**config.mk**
```make
export PLATFORM = sky130hd
export DESIGN_NAME = brightness_average_threshold_switch_unit
export DESIGN_NICKNAME = d
export VERILOG_FILES = /design/src/rtl/core/bats_pkg.sv /design/src/rtl/core/brightness_average_threshold_switch_unit.sv /design/src/rtl/core/bats_div.sv /design/src/rtl/core/bats_ring.sv
export SDC_FILE = /design/constraint.sdc
export NUM_CORES = 1
export LEC_CHECK = 0
export BUFFER_PORTS_ARGS = -buffer_cell sky130_fd_sc_hd__clkbuf_2
export CORE_ASPECT_RATIO = 1.5
export CORE_UTILIZATION = 58
export CTS_CLUSTER_SIZE = 24
export DETAILED_ROUTE_END_ITERATION = 10
export GPL_TIMING_DRIVEN = 1
export PLACE_DENSITY_LB_ADDON = 0.3
export SYNTH_ARGS = -nofsm -noshare
export SYNTH_HDL_FRONTEND = slang
export SYNTH_HIERARCHICAL = 1
export SYNTH_SLANG_ARGS = --single-unit
```
**constraint.sdc**
```tcl
create_clock -name clk -period 12.5 [get_ports clk]
set_input_delay 3.125 -clock clk [delete_from_list [all_inputs] [get_ports clk]]
set_output_delay 3.125 -clock clk [all_outputs]
set_load 0.02 [all_outputs]
```
**src/rtl/core/bats_pkg.sv**
```systemverilog
// shared types, constants and widths for the brightness average threshold switch
// no dependencies; used by every module of the block

package bats_pkg;

  localparam int SAMPLES   = 8;
  localparam int POS_W     = (SAMPLES > 1) ? $clog2(SAMPLES) : 1;
  localparam int FILL_W    = $clog2(SAMPLES + 1);
  localparam int READ_MAX  = 200;
  localparam int SUM_W     = $clog2(READ_MAX * SAMPLES + 1);
  localparam int CNT_W     = $clog2(SUM_W + 1);

  localparam int LEVEL_W   = 8;
  localparam int RAW_W     = 16;
  localparam int TICK_W    = 15;
  localparam int IN_W      = 48;
  localparam int OUT_W     = 16;

  localparam logic [TICK_W-1:0]  ELAPSED_MAX  = 15'd32767;
  localparam logic [TICK_W-1:0]  DELAY_RESET  = 15'd180;
  localparam logic [TICK_W-1:0]  TICKS_PER_U  = 15'd100;
  localparam logic [7:0]         IVL_RESET    = 8'd14;
  localparam logic [7:0]         IVL_ALIAS    = 8'd255;
  localparam logic [7:0]         MIN_CMD_LEN  = 8'd6;
  localparam logic [LEVEL_W-1:0] LEVEL_OFF    = 8'd255;
  // x / 20 = (x * 52429) >> 20 for any 16-bit x
  localparam logic [15:0]        DIV20_MUL    = 16'd52429;
  localparam int                 DIV20_SHIFT  = 20;

  localparam logic       MODE_TICK = 1'b0;
  localparam logic [1:0] CMD_LE    = 2'd0;
  localparam logic [1:0] CMD_GE    = 2'd1;

  typedef enum logic [2:0] {
    ST_IDLE,
    ST_EXEC,
    ST_SAMPLE,
    ST_DIV_START,
    ST_DIV_WAIT,
    ST_DONE
  } state_t;

  typedef struct packed {
    logic busy;
    logic done;
  } div_stat_t;

endpackage

```
**src/rtl/core/brightness_average_threshold_switch_unit.sv**
```systemverilog
// top level of the brightness average threshold switch: sequencer, timing and flags
// depends on bats_pkg, bats_ring, bats_div
//
// usage
//   s_axis carries one item: a 100 ms tick with the analog value (tuser = 0) or a
//   link command (tuser = 1). every item yields exactly one result item on m_axis
//   with the averaged level and the active, less-equal and blocking flags.
//   cfg_we / cfg_wdata write the interval register (10 s units, 255 stored as 14,
//   0 disables); a write reloads the delay. the user must make the write only
//   while the block is idle; the block itself does not enforce this.
// sequencing
//   one item at a time; s_axis_tready is high only while the sequencer is idle.
//   a command or a tick that takes no sample passes EXEC and DONE; a tick that
//   takes a sample passes EXEC, SAMPLE, DIV_START, DIV_WAIT and DONE, and in
//   DIV_WAIT the restoring divider forms sum / fill count one bit per cycle.
// reset
//   rst is synchronous: window empty, level 0, flags clear, delay 180 ticks,
//   interval 14, no result pending.
// stall
//   a result waits in the output register until m_axis_tready; the next item is
//   taken meanwhile, and its result waits in the sequencer until the register frees.

module brightness_average_threshold_switch_unit (
  input  logic                        clk,
  input  logic                        rst,
  input  logic                        s_axis_tvalid,
  output logic                        s_axis_tready,
  // analog_value[15:0], cmd_length[23:16], command[25:24], cond_level[33:26],
  // block_time[41:34], zero fill
  input  logic [bats_pkg::IN_W-1:0]   s_axis_tdata,
  // mode[0]
  input  logic                        s_axis_tuser,
  output logic                        m_axis_tvalid,
  input  logic                        m_axis_tready,
  // level[7:0], active[8], less_equal_hit[9], blocking[10], zero fill
  output logic [bats_pkg::OUT_W-1:0]  m_axis_tdata,
  input  logic                        cfg_we,
  input  logic [7:0]                  cfg_wdata
);

  bats_pkg::state_t state, state_next;

  logic                           it_mode;
  logic [bats_pkg::RAW_W-1:0]     it_raw;
  logic [7:0]                     it_len;
  logic [1:0]                     it_cmd;
  logic [7:0]                     it_cond;
  logic [7:0]                     it_blk;

  logic [7:0]                     interval;
  logic [bats_pkg::TICK_W-1:0]    elapsed;
  logic [bats_pkg::TICK_W-1:0]    delay;
  logic [bats_pkg::LEVEL_W-1:0]   avg_level;
  logic                           f_active;
  logic                           f_le;
  logic                           f_block;
  logic [11:0]                    reading_q;

  logic [bats_pkg::TICK_W-1:0]    elapsed_inc;
  logic                           due;
  logic [31:0]                    product;
  logic [bats_pkg::LEVEL_W-1:0]   reading;
  logic [7:0]                     cfg_ivl;
  logic                           out_free;
  logic                           cmd_ok;
  logic                           le_hit;
  logic                           ge_hit;

  logic [bats_pkg::SUM_W-1:0]     win_sum;
  logic [bats_pkg::FILL_W-1:0]    win_filled;
  logic [bats_pkg::SUM_W-1:0]     quotient;
  bats_pkg::div_stat_t            div_stat;

  assign s_axis_tready = state == bats_pkg::ST_IDLE;
  assign out_free      = !m_axis_tvalid || m_axis_tready;

  assign elapsed_inc = (elapsed == bats_pkg::ELAPSED_MAX) ? elapsed : elapsed + 1'b1;
  assign due         = elapsed_inc >= delay;
  assign product     = 32'(it_raw) * 32'(bats_pkg::DIV20_MUL);
  assign reading     = (reading_q > 12'(bats_pkg::READ_MAX)) ?
                       bats_pkg::LEVEL_W'(bats_pkg::READ_MAX) :
                       bats_pkg::LEVEL_W'(reading_q);
  assign cfg_ivl     = (cfg_wdata == bats_pkg::IVL_ALIAS) ? bats_pkg::IVL_RESET : cfg_wdata;
  assign cmd_ok      = (win_filled != '0) && (it_len >= bats_pkg::MIN_CMD_LEN);
  assign le_hit      = (it_cmd == bats_pkg::CMD_LE) && (avg_level <= it_cond);
  assign ge_hit      = (it_cmd == bats_pkg::CMD_GE) && (avg_level >= it_cond);

  bats_ring u_ring (
    .clk     (clk),
    .rst     (rst),
    .wr_en   (state == bats_pkg::ST_SAMPLE),
    .reading (reading),
    .sum     (win_sum),
    .filled  (win_filled)
  );

  bats_div u_div (
    .clk      (clk),
    .rst      (rst),
    .start    (state == bats_pkg::ST_DIV_START),
    .dividend (win_sum),
    .divisor  (win_filled),
    .quotient (quotient),
    .stat     (div_stat)
  );

  always_ff @(posedge clk) begin
    if (rst) begin
      state <= bats_pkg::ST_IDLE;
    end else begin
      state <= state_next;
    end
  end

  always_comb begin
    state_next = state;
    unique case (state)
      bats_pkg::ST_IDLE: begin
        if (s_axis_tvalid) begin
          state_next = bats_pkg::ST_EXEC;
        end
      end
      bats_pkg::ST_EXEC: begin
        if (it_mode == bats_pkg::MODE_TICK && delay != '0 && due) begin
          state_next = bats_pkg::ST_SAMPLE;
        end else begin
          state_next = bats_pkg::ST_DONE;
        end
      end
      bats_pkg::ST_SAMPLE:    state_next = bats_pkg::ST_DIV_START;
      bats_pkg::ST_DIV_START: state_next = bats_pkg::ST_DIV_WAIT;
      bats_pkg::ST_DIV_WAIT: begin
        if (div_stat.done) begin
          state_next = bats_pkg::ST_DONE;
        end
      end
      bats_pkg::ST_DONE: begin
        if (out_free) begin
          state_next = bats_pkg::ST_IDLE;
        end
      end
      default: state_next = bats_pkg::ST_IDLE;
    endcase
  end

  // item capture and sample arithmetic
  always_ff @(posedge clk) begin
    if (s_axis_tvalid && s_axis_tready) begin
      it_mode <= s_axis_tuser;
      it_raw  <= s_axis_tdata[15:0];
      it_len  <= s_axis_tdata[23:16];
      it_cmd  <= s_axis_tdata[25:24];
      it_cond <= s_axis_tdata[33:26];
      it_blk  <= s_axis_tdata[41:34];
    end
    if (state == bats_pkg::ST_EXEC) begin
      reading_q <= product[bats_pkg::DIV20_SHIFT +: 12];
    end
  end

  // timing, level and flags
  always_ff @(posedge clk) begin
    if (rst) begin
      interval  <= bats_pkg::IVL_RESET;
      elapsed   <= '0;
      delay     <= bats_pkg::DELAY_RESET;
      avg_level <= '0;
      f_active  <= 1'b0;
      f_le      <= 1'b0;
      f_block   <= 1'b0;
    end else begin
      if (state == bats_pkg::ST_EXEC) begin
        if (it_mode == bats_pkg::MODE_TICK) begin
          if (delay == '0) begin
            avg_level <= bats_pkg::LEVEL_OFF;
          end else if (due) begin
            elapsed <= '0;
            if (f_block) begin
              f_block <= 1'b0;
              delay   <= bats_pkg::TICK_W'(interval) * bats_pkg::TICKS_PER_U;
            end
          end else begin
            elapsed <= elapsed_inc;
          end
        end else if (cmd_ok) begin
          f_active <= le_hit || ge_hit;
          if (le_hit) begin
            f_le <= 1'b1;
          end else if (ge_hit) begin
            f_le <= 1'b0;
          end
          if (le_hit || ge_hit) begin
            if (it_blk != '0) begin
              delay   <= bats_pkg::TICK_W'(it_blk) * bats_pkg::TICKS_PER_U;
              elapsed <= '0;
              f_block <= 1'b1;
            end else begin
              f_block <= 1'b0;
            end
          end
        end
      end
      if (state == bats_pkg::ST_DIV_WAIT && div_stat.done) begin
        avg_level <= quotient[bats_pkg::LEVEL_W-1:0];
      end
      if (cfg_we) begin
        interval <= cfg_ivl;
        delay    <= bats_pkg::TICK_W'(cfg_ivl) * bats_pkg::TICKS_PER_U;
      end
    end
  end

  // output register
  always_ff @(posedge clk) begin
    if (rst) begin
      m_axis_tvalid <= 1'b0;
    end else if (state == bats_pkg::ST_DONE && out_free) begin
      m_axis_tvalid <= 1'b1;
    end else if (m_axis_tready) begin
      m_axis_tvalid <= 1'b0;
    end
  end

  always_ff @(posedge clk) begin
    if (state == bats_pkg::ST_DONE && out_free) begin
      m_axis_tdata <= {5'b0, f_block, f_le, f_active, avg_level};
    end
  end

endmodule

```
**src/rtl/core/bats_div.sv**
```systemverilog
// iterative restoring divider: window sum over fill count, one quotient bit a cycle
// depends on bats_pkg

module bats_div (
  input  logic                        clk,
  input  logic                        rst,
  input  logic                        start,
  input  logic [bats_pkg::SUM_W-1:0]  dividend,
  input  logic [bats_pkg::FILL_W-1:0] divisor,
  output logic [bats_pkg::SUM_W-1:0]  quotient,
  output bats_pkg::div_stat_t         stat
);

  logic [bats_pkg::FILL_W-1:0] rem;
  logic [bats_pkg::SUM_W-1:0]  quo;
  logic [bats_pkg::FILL_W-1:0] dvs;
  logic [bats_pkg::CNT_W-1:0]  cnt;
  logic                        done;
  logic [bats_pkg::FILL_W:0]   shifted;
  logic                        fits;

  assign shifted = {rem, quo[bats_pkg::SUM_W-1]};
  assign fits    = shifted >= {1'b0, dvs};

  always_ff @(posedge clk) begin
    if (rst) begin
      cnt  <= '0;
      done <= 1'b0;
    end else begin
      done <= 1'b0;
      if (start) begin
        cnt <= bats_pkg::CNT_W'(bats_pkg::SUM_W);
      end else if (cnt != '0) begin
        cnt <= cnt - 1'b1;
        if (cnt == bats_pkg::CNT_W'(1)) begin
          done <= 1'b1;
        end
      end
    end
  end

  always_ff @(posedge clk) begin
    if (start) begin
      rem <= '0;
      quo <= dividend;
      dvs <= divisor;
    end else if (cnt != '0) begin
      if (fits) begin
        rem <= bats_pkg::FILL_W'(shifted - {1'b0, dvs});
      end else begin
        rem <= shifted[bats_pkg::FILL_W-1:0];
      end
      quo <= {quo[bats_pkg::SUM_W-2:0], fits};
    end
  end

  assign quotient  = quo;
  assign stat.busy = cnt != '0;
  assign stat.done = done;

endmodule

```
**src/rtl/core/bats_ring.sv**
```systemverilog
// sample window: ring of readings, running sum, write position and fill count
// depends on bats_pkg

module bats_ring (
  input  logic                                clk,
  input  logic                                rst,
  input  logic                                wr_en,
  input  logic [bats_pkg::LEVEL_W-1:0]        reading,
  output logic [bats_pkg::SUM_W-1:0]          sum,
  output logic [bats_pkg::FILL_W-1:0]         filled
);

  logic [bats_pkg::LEVEL_W-1:0] ring [bats_pkg::SAMPLES];
  logic [bats_pkg::POS_W-1:0]   pos;

  always_ff @(posedge clk) begin
    if (rst) begin
      for (int i = 0; i < bats_pkg::SAMPLES; i++) begin
        ring[i] <= '0;
      end
      sum    <= '0;
      pos    <= '0;
      filled <= '0;
    end else if (wr_en) begin
      ring[pos] <= reading;
      sum       <= sum - bats_pkg::SUM_W'(ring[pos]) + bats_pkg::SUM_W'(reading);
      if (pos == bats_pkg::POS_W'(bats_pkg::SAMPLES - 1)) begin
        pos <= '0;
      end else begin
        pos <= pos + 1'b1;
      end
      if (filled != bats_pkg::FILL_W'(bats_pkg::SAMPLES)) begin
        filled <= filled + 1'b1;
      end
    end
  end

endmodule

```
==> Implementation_results.wiki <==
{| class="wikitable"
! Metric !! Value
|-
| Result of the run || finished clean
|-
| Crit-path max cell delay || 490 ps
|-
| First DRT Iteration DRCs || 499
|-
| Required time reported for the critical path endpoint || 12880 ps
|-
| Wire length of the first global-routing pass || 60300 um
|-
| Instance area after placement || 18300 um2
|-
| Max-slew headroom || 0.135
|-
| Cell types with the largest area share after synthesis || edfxtp_1 24%, ha_1 19%, fa_1 11%, dfxtp_1 9.2%, inv_1 6.1%
|-
| Number of vias per cell after detailed routing || 5.63
|-
| Highest-delay cell along the critical path || fa_1
|-
| Hold Buf Count CTS || 0
|-
| Buffers inserted by post-CTS timing repair || 0
|-
| Setup tns final || 0 ps
|-
| Area growth syn-to-layout || 7.87%
|-
| Post-synthesis instance area || 17700 um2
|-
| Number of unique standard cell types used by synthesis || 82
|-
| Initial DRT Pass Iterations || 4
|-
| Net switching fraction of the power || 0.439
|-
| Class of the most critical setup path || input pin to flip-flop
|-
| Root Buffer || clkbuf_16
|-
| Total number of H-tree levels || 1
|-
| Post-cts repair resize count || 0
|-
| Portion of total power attributed to combinational logic || 0.628
|-
| Largest fanout on the critical path || 8
|-
| Most common library cell in the layout ignoring fill and taps || inv_1
|-
| Antenna violations before repair || 0
|-
| Ratio of cells with drive above 1 in the final layout || 0.0930
|-
| Top delay family on crit path || adder cells
|-
| Part of the cycle the worst path needs || 0.510
|-
| Number of endpoints with negative hold slack in the final report || 0
|-
| CTS Buffer Depth || 3
|-
| Max VDD drop || 0.251 mV
|-
| Unrepaired setup endpoints after global routing || false
|-
| Setup violation total in the final timing report || 0
|-
| Wirelength per Cell || 16.5 um
|-
| Horizontal die dimension || 145 um
|-
| Clock sinks || 225
|-
| Max_cap viols || 0
|-
| Post-layout nets || 2188
|-
| Buffering stage count on the worst path with inverters included || 3
|-
| Clock latency of the later-clocked register in the worst-skew pair || 520 ps
|-
| Fin. max-slew vios || 0
|-
| Final weighted congestion of routability-driven global placement || 0.885
|-
| Cell-by-cell trace of the critical path || clkbuf_2 > ha_1 > and3_1 > nand3_1 > and2_1 > ha_1 > ha_1 > inv_1 > fa_1 > inv_1 > ha_1 > nand3_1 > o211ai_1 > o41ai_1 > xor2_1 > a22o_1 > a21oi_1 > mux2i_1 > nor2_1
|-
| Most used cell, CP || ha_1
|-
| Core region area || 29700 um2
|-
| Number of standard cells after synthesis || 1716
|-
| Remaining antenna violation count after routing || 0
|-
| Number of buffers added by the clock tree synthesis step || 23
|-
| Synth warnings || 6
|-
| Half-perimeter wire length of the detailed placement result || 28300 um
|-
| Average size of a mapped cell || 10.3 um2
|-
| Antenna fix cells || 0
|-
| Arrival time of the worst setup path || 6760 ps
|-
| Final Power || 4.46 mW
|-
| Number of global-route vias before repair || 13000
|-
| Die span in y || 216 um
|-
| Floorplan die area || 31200 um2
|-
| Count of buffers inserted at the top-level ports || 67
|-
| FFs w/ async S/R, synth || 0
|-
| Count of vias placed by the detailed router || 12300
|-
| Largest clock skew in the final design || 13.9 ps
|-
| TritonCTS clock tree || done
|-
| Top cell type by total area after synthesis || edfxtp_1
|-
| Clock-pin transition on the worst setup and hold timing paths || 60 ps
|-
| Row cnt || 77
|-
| Number of remaining DRC errors || 0
|-
| Switching power || 1.96 mW
|-
| Design area || 19100 um2
|-
| Sequential area share after synthesis || 0.336
|-
| Maximum clock rate || 157 MHz
|-
| Shortest period the worst path allows || 6380 ps
|-
| Share of the synthesized area in the top cell type || 0.245
|-
| Pin slew with the least headroom to its limit || 1280 ps
|-
| Startpoint Class || input pin
|-
| Proportion of power drawn by flip-flops and latches || 0.221
|-
| Total leakage power || 8.67 nW
|-
| Clock Power Share || 0.151
|-
| Synth Flop Type || edfxtp_1
|-
| Int Pwr || 2.50 mW
|-
| Global router's overall resource usage || 0.244
|-
| Pin count of the biggest net entering global routing || 77
|-
| GRT Residual Overflow || 0
|-
| Count of boundary I/O pins || 80
|-
| Critical path endpoint category || flip-flop
|-
| Worst min-delay path class || flip-flop to flip-flop
|-
| Wire length after detailed routing || 36000 um
|-
| Pwr Density || 234 nW/um2
|-
| Leading cell types in the layout, fill and taps excluded || 289 x inv_1, 262 x ha_1, 144 x edfxtp_1
|-
| Number of enable flip-flop cells after synthesis || 144
|-
| Initial cell density of the core || 0.595
|-
| Total of flip-flops plus latches after synthesis || 225
|}
==> per-stage QoR <==
| stage | hold slack [ps] | cells | utilization | setup WS (ps) |
|---|---|---|---|---|
| floorplan | 408 | 1720 | - | 6120 |
| global placement | 431 | 2137 | 0.617 | 5640 |
| detailed placement | 431 | 2137 | 0.617 | 5580 |
| CTS | 447 | 2179 | 0.642 | 6110 |
| global route | 468 | 2179 | 0.642 | 5850 |
| finish | 448 | 2179 | 0.642 | 6120 |
==> synthesized netlist by cell type, types with 4 or more instances <==
| cell | number |
|---|---|
| xor2_1 | 25 |
| o21a_1 | 4 |
| o21ai_0 | 37 |
| inv_1 | 289 |
| o31ai_1 | 5 |
| and3_1 | 9 |
| a31oi_1 | 9 |
| mux2i_1 | 25 |
| mux2_2 | 19 |
| a21oi_1 | 74 |
| o211ai_1 | 10 |
| a22o_1 | 4 |
| nand4_1 | 16 |
| clkbuf_1 | 30 |
| a21o_1 | 12 |
| nor3_1 | 76 |
| nor2b_1 | 14 |
| xnor2_1 | 41 |
| dfxtp_1 | 81 |
| buf_1 | 4 |
| nand2_1 | 71 |
| o21bai_1 | 6 |
| nand3b_1 | 5 |
| or4_1 | 8 |
| buf_4 | 7 |
| buf_2 | 8 |
| and2_1 | 17 |
| mux4_1 | 16 |
| or2_2 | 12 |
| nand3_1 | 33 |
| clkinv_1 | 8 |
| o22ai_1 | 4 |
| edfxtp_1 | 144 |
| or3_1 | 6 |
| fa_1 | 97 |
| a211oi_1 | 9 |
| nor2_1 | 107 |
| nand2b_1 | 22 |
| ha_1 | 262 |
| nor4_1 | 25 |
==> power groups by stage <==
stage	clock, mW	combinational [mW]	sequential [mW]
floorplan	0	2.14	0.978
global placement	0	2.67	0.996
detailed placement	0	2.79	0.999
CTS	0.689	2.82	0.983
global route	0.717	3.22	0.991
finish	0.676	2.80	0.984
==> worst reg2reg max path: stages (launching register included) <==
cell	delay (ps)
edfxtp_1	520
ha_1	370
inv_1	100
fa_1	540
inv_1	50
fa_1	500
fa_1	540
fa_1	570
inv_1	60
fa_1	550
inv_1	50
ha_1	320
a21oi_1	130
o21ai_0	200
or4_1	540
o211ai_1	150
nand3_1	150
a31oi_1	270
o21bai_1	120
xnor2_1	130
==> layout make-up <==
cell class | instances | area (um2)
flip-flops and latches | 225 | 5950
repair buffers | 75 | 395
clock buffers | 32 | 659
inverters | 298 | 1120
fillers | 2441 | 10600
multi-input cells | 1144 | 10400
clock inverters | 10 | 87.6
well taps | 395 | 494
==> cells by family (layout without fill, tap and decap cells) <==
kind of cell,Yosys count,after routing,share of synthesized area
buf+inv,351,415,0.0786
other cells,1,5,0.000212
flops,225,225,0.336
compound gates,216,216,0.0802
mux,60,60,0.0501
xor+xnor,66,66,0.0327
simple gates,438,438,0.126
fa+ha+maj,359,359,0.295
==> flip-flops by register name, indices dropped and copies added, names as in the netlist, 3 cells and up, named ones only <==
signal          count
delay              13
u_div/rem           4
it_len              7
u_ring/pos          3
it_cond             8
u_div/quotient     11
u_div/dvs           4
interval            8
it_blk              8
elapsed            15
u_div/cnt           4
u_ring/filled       4
avg_level           8
reading_q          12
state               3
u_ring/sum         11
m_axis_tdata       11
it_raw             16
u_ring/ring        64
==> path summary, 6_finish.rpt <==
kind	to	from	cells after the start	slack, ps
max	delay[13]	cfg_wdata[2]	19	6120
min	m_axis_tdata[8]	f_active	0	450
max reg2reg	reading_q[6]	it_raw[7]	19	6380
min reg2reg	m_axis_tdata[8]	f_active	0	450
==> layer usage <==
metal	track usage	routed length, um	up-vias
met3	0.0233	954	75
met2	0.472	20000	213
met1	0.267	13900	5950
met4	0.0919	1130	0
li1	-	-	6032
met5	0	0	-
Power figures use the tool's default switching activity.
